File: src/ltcc_pkg.sv
// ----------------------------------------------------------------------------
// ltcc_pkg
// Shared constants and result word type of the LRU tag cache controller.
// ----------------------------------------------------------------------------
package ltcc_pkg;

  localparam int unsigned OP_W     = 2;
  localparam int unsigned TAG_W    = 32;
  localparam int unsigned TARGET_W = 4;
  localparam int unsigned RESULT_W = 4;

  // Operation codes
  localparam logic [OP_W-1:0] OP_LOOKUP     = 2'd0;
  localparam logic [OP_W-1:0] OP_FILL       = 2'd1;
  localparam logic [OP_W-1:0] OP_INVALIDATE = 2'd2;

  // Tag value that marks an empty slot
  localparam logic [TAG_W-1:0] EMPTY_TAG = '1;

  // One result word
  typedef struct packed {
    logic                hit;
    logic [RESULT_W-1:0] result_slot;
    logic                evicted;
    logic [TAG_W-1:0]    evicted_index;
  } result_t;

endpackage

File: src/ltcc_slot_cell.sv
// ----------------------------------------------------------------------------
// ltcc_slot_cell
// One cache slot: holds a tag and a stamp, folds its entry into the search
// word passing down the chain, and applies the write-back aimed at it.
// ----------------------------------------------------------------------------
module ltcc_slot_cell #(
  parameter int unsigned CACHE_SLOTS = 16,
  parameter int unsigned STAMP_BITS  = 32,
  parameter int unsigned SLOT_ID     = 0,
  localparam int unsigned SLOT_W     = $clog2(CACHE_SLOTS)
) (
  input  logic clk_i,
  input  logic rst_ni,
  // search word from the previous cell and towards the next
  input  logic [SLOT_W+STAMP_BITS+ltcc_pkg::TAG_W*2+ltcc_pkg::OP_W+3:0] rec_i,
  output logic [SLOT_W+STAMP_BITS+ltcc_pkg::TAG_W*2+ltcc_pkg::OP_W+3:0] rec_o,
  // write-back broadcast
  input  logic [SLOT_W+STAMP_BITS+ltcc_pkg::TAG_W+2:0]                  wb_i
);

  typedef struct packed {
    logic                       valid;
    logic [ltcc_pkg::OP_W-1:0]  op;
    logic [ltcc_pkg::TAG_W-1:0] key;
    logic                       hit;
    logic                       found_empty;
    logic                       has_pick;
    logic [SLOT_W-1:0]          pick;
    logic [STAMP_BITS-1:0]      best_stamp;
    logic [ltcc_pkg::TAG_W-1:0] best_tag;
  } rec_t;

  typedef struct packed {
    logic                       valid;
    logic                       wr_tag;
    logic                       wr_stamp;
    logic [SLOT_W-1:0]          slot;
    logic [ltcc_pkg::TAG_W-1:0] tag;
    logic [STAMP_BITS-1:0]      stamp;
  } wb_t;

  localparam logic [SLOT_W-1:0] MY_SLOT = SLOT_W'(SLOT_ID);

  rec_t                       rec_in;
  rec_t                       rec_d;
  rec_t                       rec_q;
  wb_t                        wb;
  logic [ltcc_pkg::TAG_W-1:0] tag_q;
  logic [STAMP_BITS-1:0]      stamp_q;

  assign rec_in = rec_t'(rec_i);
  assign wb     = wb_t'(wb_i);
  assign rec_o  = rec_q;

  // Fold this slot into the search word
  always_comb begin
    rec_d = rec_in;
    if (rec_in.op == ltcc_pkg::OP_LOOKUP) begin
      if (!rec_in.hit && rec_in.key != ltcc_pkg::EMPTY_TAG && tag_q == rec_in.key) begin
        rec_d.hit  = 1'b1;
        rec_d.pick = MY_SLOT;
      end
    end else if (rec_in.op == ltcc_pkg::OP_FILL) begin
      if (!rec_in.found_empty) begin
        priority if (tag_q == ltcc_pkg::EMPTY_TAG) begin
          rec_d.found_empty = 1'b1;
          rec_d.has_pick    = 1'b1;
          rec_d.pick        = MY_SLOT;
        end else if (!rec_in.has_pick || stamp_q < rec_in.best_stamp) begin
          rec_d.has_pick   = 1'b1;
          rec_d.pick       = MY_SLOT;
          rec_d.best_stamp = stamp_q;
          rec_d.best_tag   = tag_q;
        end else begin
          // keep the pick made further up the chain
          rec_d.pick = rec_in.pick;
        end
      end
    end
  end

  // Advance the search word
  always_ff @(posedge clk_i or negedge rst_ni) begin
    if (!rst_ni) begin
      rec_q <= '0;
    end else begin
      rec_q <= rec_d;
    end
  end

  // Apply the write-back aimed at this slot
  always_ff @(posedge clk_i or negedge rst_ni) begin
    if (!rst_ni) begin
      tag_q   <= ltcc_pkg::EMPTY_TAG;
      stamp_q <= '0;
    end else if (wb.valid && wb.slot == MY_SLOT) begin
      if (wb.wr_tag) begin
        tag_q <= wb.tag;
      end
      if (wb.wr_stamp) begin
        stamp_q <= wb.stamp;
      end
    end
  end

endmodule

File: src/lru_tag_cache_controller_core.sv
// The search word is registered in each slot cell down the chain; the result
// word is then registered at the output. Only one word is in flight: a new
// word is accepted only after the previous one has left the chain and written back.
// A finished result waits in an output register with a one-word skid behind it.
// Reset: every slot empty (tags all ones), stamps and access counter zero.
// ----------------------------------------------------------------------------
// lru_tag_cache_controller_core
// Fully associative tag store with timestamp LRU replacement built as a
// chain of slot cells; lookup, fill and invalidate operations.
// ----------------------------------------------------------------------------
module lru_tag_cache_controller_core #(
  parameter int unsigned CACHE_SLOTS = 16,
  parameter int unsigned STAMP_BITS  = 32
) (
  input  logic                          clk_i,
  input  logic                          rst_ni,
  input  logic                          in_valid_i,
  output logic                          in_ready_o,
  input  logic [ltcc_pkg::OP_W-1:0]     op_i,
  input  logic [ltcc_pkg::TAG_W-1:0]    cluster_index_i,
  input  logic [ltcc_pkg::TARGET_W-1:0] target_slot_i,
  output logic                          out_valid_o,
  input  logic                          out_ready_i,
  output logic                          hit_o,
  output logic [ltcc_pkg::RESULT_W-1:0] result_slot_o,
  output logic                          evicted_o,
  output logic [ltcc_pkg::TAG_W-1:0]    evicted_index_o
);

  localparam int unsigned SLOT_W = $clog2(CACHE_SLOTS);
  localparam int unsigned WIDE_W = SLOT_W + ltcc_pkg::TARGET_W;

  typedef struct packed {
    logic                       valid;
    logic [ltcc_pkg::OP_W-1:0]  op;
    logic [ltcc_pkg::TAG_W-1:0] key;
    logic                       hit;
    logic                       found_empty;
    logic                       has_pick;
    logic [SLOT_W-1:0]          pick;
    logic [STAMP_BITS-1:0]      best_stamp;
    logic [ltcc_pkg::TAG_W-1:0] best_tag;
  } rec_t;

  typedef struct packed {
    logic                       valid;
    logic                       wr_tag;
    logic                       wr_stamp;
    logic [SLOT_W-1:0]          slot;
    logic [ltcc_pkg::TAG_W-1:0] tag;
    logic [STAMP_BITS-1:0]      stamp;
  } wb_t;

  rec_t                          rec [CACHE_SLOTS+1];
  rec_t                          fin;
  wb_t                           wb;
  ltcc_pkg::result_t             res;
  ltcc_pkg::result_t             out_q;
  ltcc_pkg::result_t             skid_q;
  logic                          out_valid_q;
  logic                          skid_valid_q;
  logic                          busy_q;
  logic [ltcc_pkg::TARGET_W-1:0] target_q;
  logic [STAMP_BITS-1:0]         count_q;
  logic [STAMP_BITS-1:0]         stamp_next;
  logic                          accept;
  logic                          done;
  logic                          out_take;
  logic                          stamp_upd;
  logic [WIDE_W-1:0]             target_wide;
  logic [WIDE_W-1:0]             pick_wide;
  logic                          target_ok;

  assign in_ready_o = !busy_q && !skid_valid_q;
  assign accept     = in_valid_i && in_ready_o;

  // Seed the search word at the head of the chain
  always_comb begin
    rec[0]       = '0;
    rec[0].valid = accept;
    rec[0].op    = op_i;
    rec[0].key   = cluster_index_i;
  end

  // Slot chain
  for (genvar g = 0; g < CACHE_SLOTS; g++) begin : g_cell
    ltcc_slot_cell #(
      .CACHE_SLOTS (CACHE_SLOTS),
      .STAMP_BITS  (STAMP_BITS),
      .SLOT_ID     (g)
    ) u_cell (
      .clk_i  (clk_i),
      .rst_ni (rst_ni),
      .rec_i  (rec[g]),
      .rec_o  (rec[g+1]),
      .wb_i   (wb)
    );
  end

  assign fin  = rec[CACHE_SLOTS];
  assign done = fin.valid;

  // Hold the invalidate target while the word walks the chain
  always_ff @(posedge clk_i) begin
    if (accept) begin
      target_q <= target_slot_i;
    end
  end

  assign target_wide = WIDE_W'(target_q);
  assign target_ok   = (32'(target_q) < CACHE_SLOTS);
  assign pick_wide   = WIDE_W'(fin.pick);
  assign stamp_next  = count_q + STAMP_BITS'(1);
  assign stamp_upd   = (fin.op == ltcc_pkg::OP_LOOKUP && fin.hit) ||
                       (fin.op == ltcc_pkg::OP_FILL);

  // Build the write-back and the result word from the chain output
  always_comb begin
    wb       = '0;
    wb.stamp = stamp_next;
    wb.slot  = fin.pick;
    res      = '0;
    if (fin.op == ltcc_pkg::OP_LOOKUP) begin
      if (fin.hit) begin
        wb.valid        = done;
        wb.wr_stamp     = 1'b1;
        res.hit         = 1'b1;
        res.result_slot = pick_wide[ltcc_pkg::RESULT_W-1:0];
      end
    end else if (fin.op == ltcc_pkg::OP_FILL) begin
      wb.valid        = done;
      wb.wr_tag       = 1'b1;
      wb.wr_stamp     = 1'b1;
      wb.tag          = fin.key;
      res.result_slot = pick_wide[ltcc_pkg::RESULT_W-1:0];
      if (!fin.found_empty) begin
        res.evicted       = 1'b1;
        res.evicted_index = fin.best_tag;
      end
    end else if (fin.op == ltcc_pkg::OP_INVALIDATE) begin
      wb.valid  = done && target_ok;
      wb.wr_tag = 1'b1;
      wb.tag    = ltcc_pkg::EMPTY_TAG;
      wb.slot   = target_wide[SLOT_W-1:0];
    end
  end

  // Track the word in flight and the access counter
  always_ff @(posedge clk_i or negedge rst_ni) begin
    if (!rst_ni) begin
      busy_q  <= 1'b0;
      count_q <= '0;
    end else begin
      if (accept) begin
        busy_q <= 1'b1;
      end else if (done) begin
        busy_q <= 1'b0;
      end
      if (done && stamp_upd) begin
        count_q <= stamp_next;
      end
    end
  end

  assign out_take = out_valid_q && out_ready_i;

  // Output register with a one-word skid behind it
  always_ff @(posedge clk_i or negedge rst_ni) begin
    if (!rst_ni) begin
      out_valid_q  <= 1'b0;
      skid_valid_q <= 1'b0;
    end else if (done) begin
      if (!out_valid_q || out_take) begin
        out_valid_q <= 1'b1;
      end else begin
        skid_valid_q <= 1'b1;
      end
    end else if (out_take) begin
      if (skid_valid_q) begin
        skid_valid_q <= 1'b0;
      end else begin
        out_valid_q <= 1'b0;
      end
    end
  end

  always_ff @(posedge clk_i) begin
    if (done) begin
      if (!out_valid_q || out_take) begin
        out_q <= res;
      end else begin
        skid_q <= res;
      end
    end else if (out_take && skid_valid_q) begin
      out_q <= skid_q;
    end
  end

  assign out_valid_o     = out_valid_q;
  assign hit_o           = out_q.hit;
  assign result_slot_o   = out_q.result_slot;
  assign evicted_o       = out_q.evicted;
  assign evicted_index_o = out_q.evicted_index;

endmodule

File: config.mk
export PLATFORM = sky130hd
export DESIGN_NAME = lru_tag_cache_controller_core
export DESIGN_NICKNAME = d
export VERILOG_FILES = /design/src/ltcc_pkg.sv /design/src/ltcc_slot_cell.sv /design/src/lru_tag_cache_controller_core.sv
export SDC_FILE = /design/constraint.sdc
export NUM_CORES = 2
export LEC_CHECK = 0
export ABC_AREA = 1
export BUFFER_PORTS_ARGS = -buffer_cell sky130_fd_sc_hd__buf_2
export CORE_MARGIN = 10
export CORE_UTILIZATION = 55
export CTS_CLUSTER_DIAMETER = 30
export DETAILED_ROUTE_END_ITERATION = 10
export GPL_TIMING_DRIVEN = 0
export HOLD_SLACK_MARGIN = 0.02
export MAX_ROUTING_LAYER = met4
export PLACE_DENSITY_LB_ADDON = 0.08
export SYNTH_ARGS = -nofsm -noshare
export SYNTH_HDL_FRONTEND = slang
export SYNTH_SLANG_ARGS = --single-unit
File: constraint.sdc
create_clock -name clk_i -period 3.44 [get_ports clk_i]
set_clock_uncertainty 0.15 [all_clocks]
set_input_delay 0.516 -clock clk_i [delete_from_list [all_inputs] [get_ports clk_i]]
set_output_delay 0.516 -clock clk_i [all_outputs]
set_load 0.02 [all_outputs]
==> flow_summary_export.csv <==
group,metric,value,unit
critical_path,cp_cell_sequence,"nand4_1 > nor4_1 > nand2_1 > inv_2 > buf_1 > nor3_1",
timing,worst_pin_slew,1380,ps
timing,rsz0062_at_grt,"yes",
route,via_per_inst,5.550,
yosys,netlist_instances,12620,
final_layout,final_cells,16670,
job,maxCapViolCount,0,
final_layout,syn2layout_area_growth,21.60,%
timing,finalHoldViolations,0,
final_layout,final_common_cell,"nand2_1",
placed_design,gp_congestion,1.029,
timing,slew_viol_final,0,
grt,grt_max_degree,192,
route,vias,92530,
floorplanning,dieArea,0.2357,sq mm
hold_path,whs_path_depth,2,
placed_design,dpl.hpwl,283000,microns
timing,fin_crit_sh,101.7,%
critical_path,path_class,"reg -> reg",
yosys,synth_area,0.1192,sq mm
yosys,synth_fp_nets,13130,
final_layout,final_cell_mix,"nand2_1 (3,924), dfrtp_1 (2,195), nand3_1 (991), o21ai_0 (964), inv_1 (931)",
grt,antenna_found_initial,28,
critical_path,critical-path-slowest-cell,"nor4_1",
clock_network,cts_made_buffers,567,
yosys,synthDistinctLibCells,59,
critical_path,r2r-end,"g_cell[0].u_cell.rec_o[23]",
grt,grt_pass1_vias,93770,
grt,overflow,0,
power_and_ir_drop,power_density,637.3,mW/mm^2
yosys,syn_area_per_cell,9.447,sq um
route,drt_iter0_drc,8092,
critical_path,critical_path_required,4040,ps
critical_path,crit_arrival,4090,ps
timing,layout_setup_ws,-57.48,ps
route,drt_first_pass_iters,8,
critical_path,rr_startpoint,"g_cell[0].u_cell.tag_q[6]",
critical_path,cp-start-kind,"flop",
yosys,synthArstFlopShare,97.13,%
floorplanning,die_w,485.5,microns
final_layout,layout-drive-gt1-share,13.82,%
yosys,synth-seq-cells,2787,
power_and_ir_drop,p_leak,0.06815,uW
clock_network,h-tree-depth,6,
hold_path,worstHoldStart,"cluster_index_i[4]",
yosys,yosys_most_used_dff,"dfrtp_1",
yosys,yosys_warnings,0,
status,violations,"setup timing",
critical_path,crit_path_end_kind,"flop",
route,wl_per_cell,22.36,microns
clock_network,clock_path_buffers,4,
yosys,synth_edf_count,80,
floorplanning,rows,170,
critical_path,cp.depth,6,
placed_design,dp_cells,15560,
critical_path,crit_fanout,10,
critical_path,worst-path-buf-inv,2,
timing,setup_viol,2,
power_and_ir_drop,total_power,92360,uW
floorplanning,ios,82,
clock_network,clockRootBuffer,"clkbuf_16",
critical_path,critPathTopFamily,"simple AND/OR/NAND/NOR gates",
placed_design,io_buffers,81,
clock_network,clk_latency,940,ps
status,status,"finished with violations",
route,drt_wl_total,372700,microns
floorplanning,initial_core_util,55.42,%
floorplanning,die_h,485.5,microns
power_and_ir_drop,peakVddDrop,0.5816,mV
yosys,ys_seq_area_share,59.39,%
route,route.detailed.drc,0,
timing,holdWs,120.3,ps
critical_path,slowest_delay,830,ps
timing,setup_tns,-58.94,ps
timing,max_slew_margin,7.975,%
clock_network,clock_sinks,2787,
hold_path,min_to,"g_cell[0].u_cell.rec_o[75]",
floorplanning,coreArea,0.2150,sq mm
final_layout,layout.nets,13860,
route,ant_nets,0,
timing,max_freq,285.9,MHz
critical_path,rr_worst_depth,6,
clock_network,cts_tree,"built",
critical_path,rrSetupSlack,-60,ps
timing,fin_crit,3497,ps
clock_network,path_clk_slew,50,ps
hold_path,hold_path.class,"in -> reg",
grt,grt.total_usage,31.90,%
grt,grt_pass1_wl,559300,microns
-- power breakdown --
part	internal, uW	switching (uW)
clock network	38400	17600
logic	518	2020
registers	33400	382
-- synthesized netlist by cell type (2+ instances only) --
cell | n | area [sq um]
nand2_1 | 3947 | 14820
dfrtp_1 | 2195 | 54930
nand3_1 | 993 | 4970
o21ai_0 | 965 | 4830
inv_1 | 937 | 3517
dfstp_2 | 512 | 13450
ha_1 | 469 | 5868
clkbuf_1 | 369 | 1385
nand4_1 | 356 | 2227
nor2_1 | 322 | 1209
a21oi_1 | 275 | 1376
xnor2_1 | 226 | 1979
xor2_1 | 179 | 1568
o21ai_1 | 147 | 735.7
nor4_1 | 111 | 694.4
buf_2 | 107 | 535.5
buf_1 | 91 | 341.6
edfxtp_1 | 80 | 2402
nor3_1 | 69 | 345.3
o22ai_1 | 34 | 212.7
o21a_1 | 30 | 225.2
inv_2 | 22 | 82.58
o21bai_1 | 19 | 142.6
o211ai_1 | 18 | 135.1
a21boi_0 | 17 | 127.6
or2_2 | 17 | 106.4
a22o_1 | 14 | 122.6
buf_6 | 10 | 112.6
a31oi_1 | 9 | 56.30
nand2_2 | 8 | 50.05
nor2_2 | 7 | 43.79
nand3b_1 | 6 | 45.04
a211oi_1 | 5 | 37.54
buf_4 | 5 | 37.54
nor3_2 | 5 | 50.05
o2111ai_1 | 5 | 43.79
a221oi_1 | 4 | 35.03
o21ai_2 | 4 | 35.03
a21o_1 | 3 | 22.52
nor2_4 | 3 | 33.78
a21boi_1 | 2 | 15.01
nand3_4 | 2 | 35.03
-- state kept, by name (all words and copies together), names as in the netlist, 4 cells and up --
signal                 cells
g_cell.u_cell.stamp_q    512
g_cell.u_cell.tag_q      512
skid_q                    38
count_q                   32
evicted_index_o           32
target_q                   4
result_slot_o              4
g_cell.u_cell.rec_o     1648
-- logic make-up after synthesis --
logic type / synth area share, %
AND/OR/NAND/NOR: 20.71
flip-flops: 59.39
AO/OA/AOI/OAI: 6.894
buffers and inverters: 5.055
adder cells (fa/ha/maj): 4.924
XOR/XNOR: 3.013
multiplexers: 0.009448
-- worst max-delay path by stage --
stage                                             from                          to
after floorplan                            out_ready_i                   skid_q[0]
after global placement                          rst_ni  g_cell[0].u_cell.rec_o[35]
after detailed placement                        rst_ni  g_cell[0].u_cell.rec_o[35]
after CTS                                       rst_ni  g_cell[1].u_cell.rec_o[53]
after global routing      g_cell[15].u_cell.rec_o[103]   g_cell[4].u_cell.tag_q[6]
final                        g_cell[0].u_cell.tag_q[6]  g_cell[0].u_cell.rec_o[23]
-- layout make-up --
cell class / instances / area [sq um]
clock inverters: 304 / 4054
well taps: 2838 / 3551
fillers: 16450 / 70120
repair buffers: 166 / 1817
clock buffers: 718 / 15770
flip-flops and latches: 2787 / 70780
multi-input cells: 8286 / 42720
inverters: 961 / 3626
diodes: 30 / 75.07
plain buffers: 581 / 2524
-- metrics by stage --
step | area [sq um] | setup slack, ps | utilization [%]
floorplan | 119200 | 587.9 | -
global placement | 123100 | -55560 | 57.26
detailed placement | 123800 | -1068 | 57.59
CTS | 144300 | -90.05 | 67.10
global route | 144900 | -27.31 | 67.37
finish | 144900 | -57.48 | 67.39
-- what timing repair did --
item / 4_1_cts / 5_1_grt
setup buffers: 1 / 1
hold buffers: 40 / 12
endpoints found under the hold margin: 330 / 274
pin swaps: 0 / 6
endpoints found under the setup margin: 1785 / 1574
cloned: 0 / 2
resized for setup: 79 / 121
-- metal layers --
layer  vias up  global-route usage, %  part of all wire (%)
met2      3614                  52.09                    48
li1      42930                      -                     -
met1     44800                  37.67                    39
met5         -                      -                     0
met3      1185                  4.735                   5.7
met4         0                  18.89                   6.6
No activity file was read; power rests on OpenSTA's default activity.
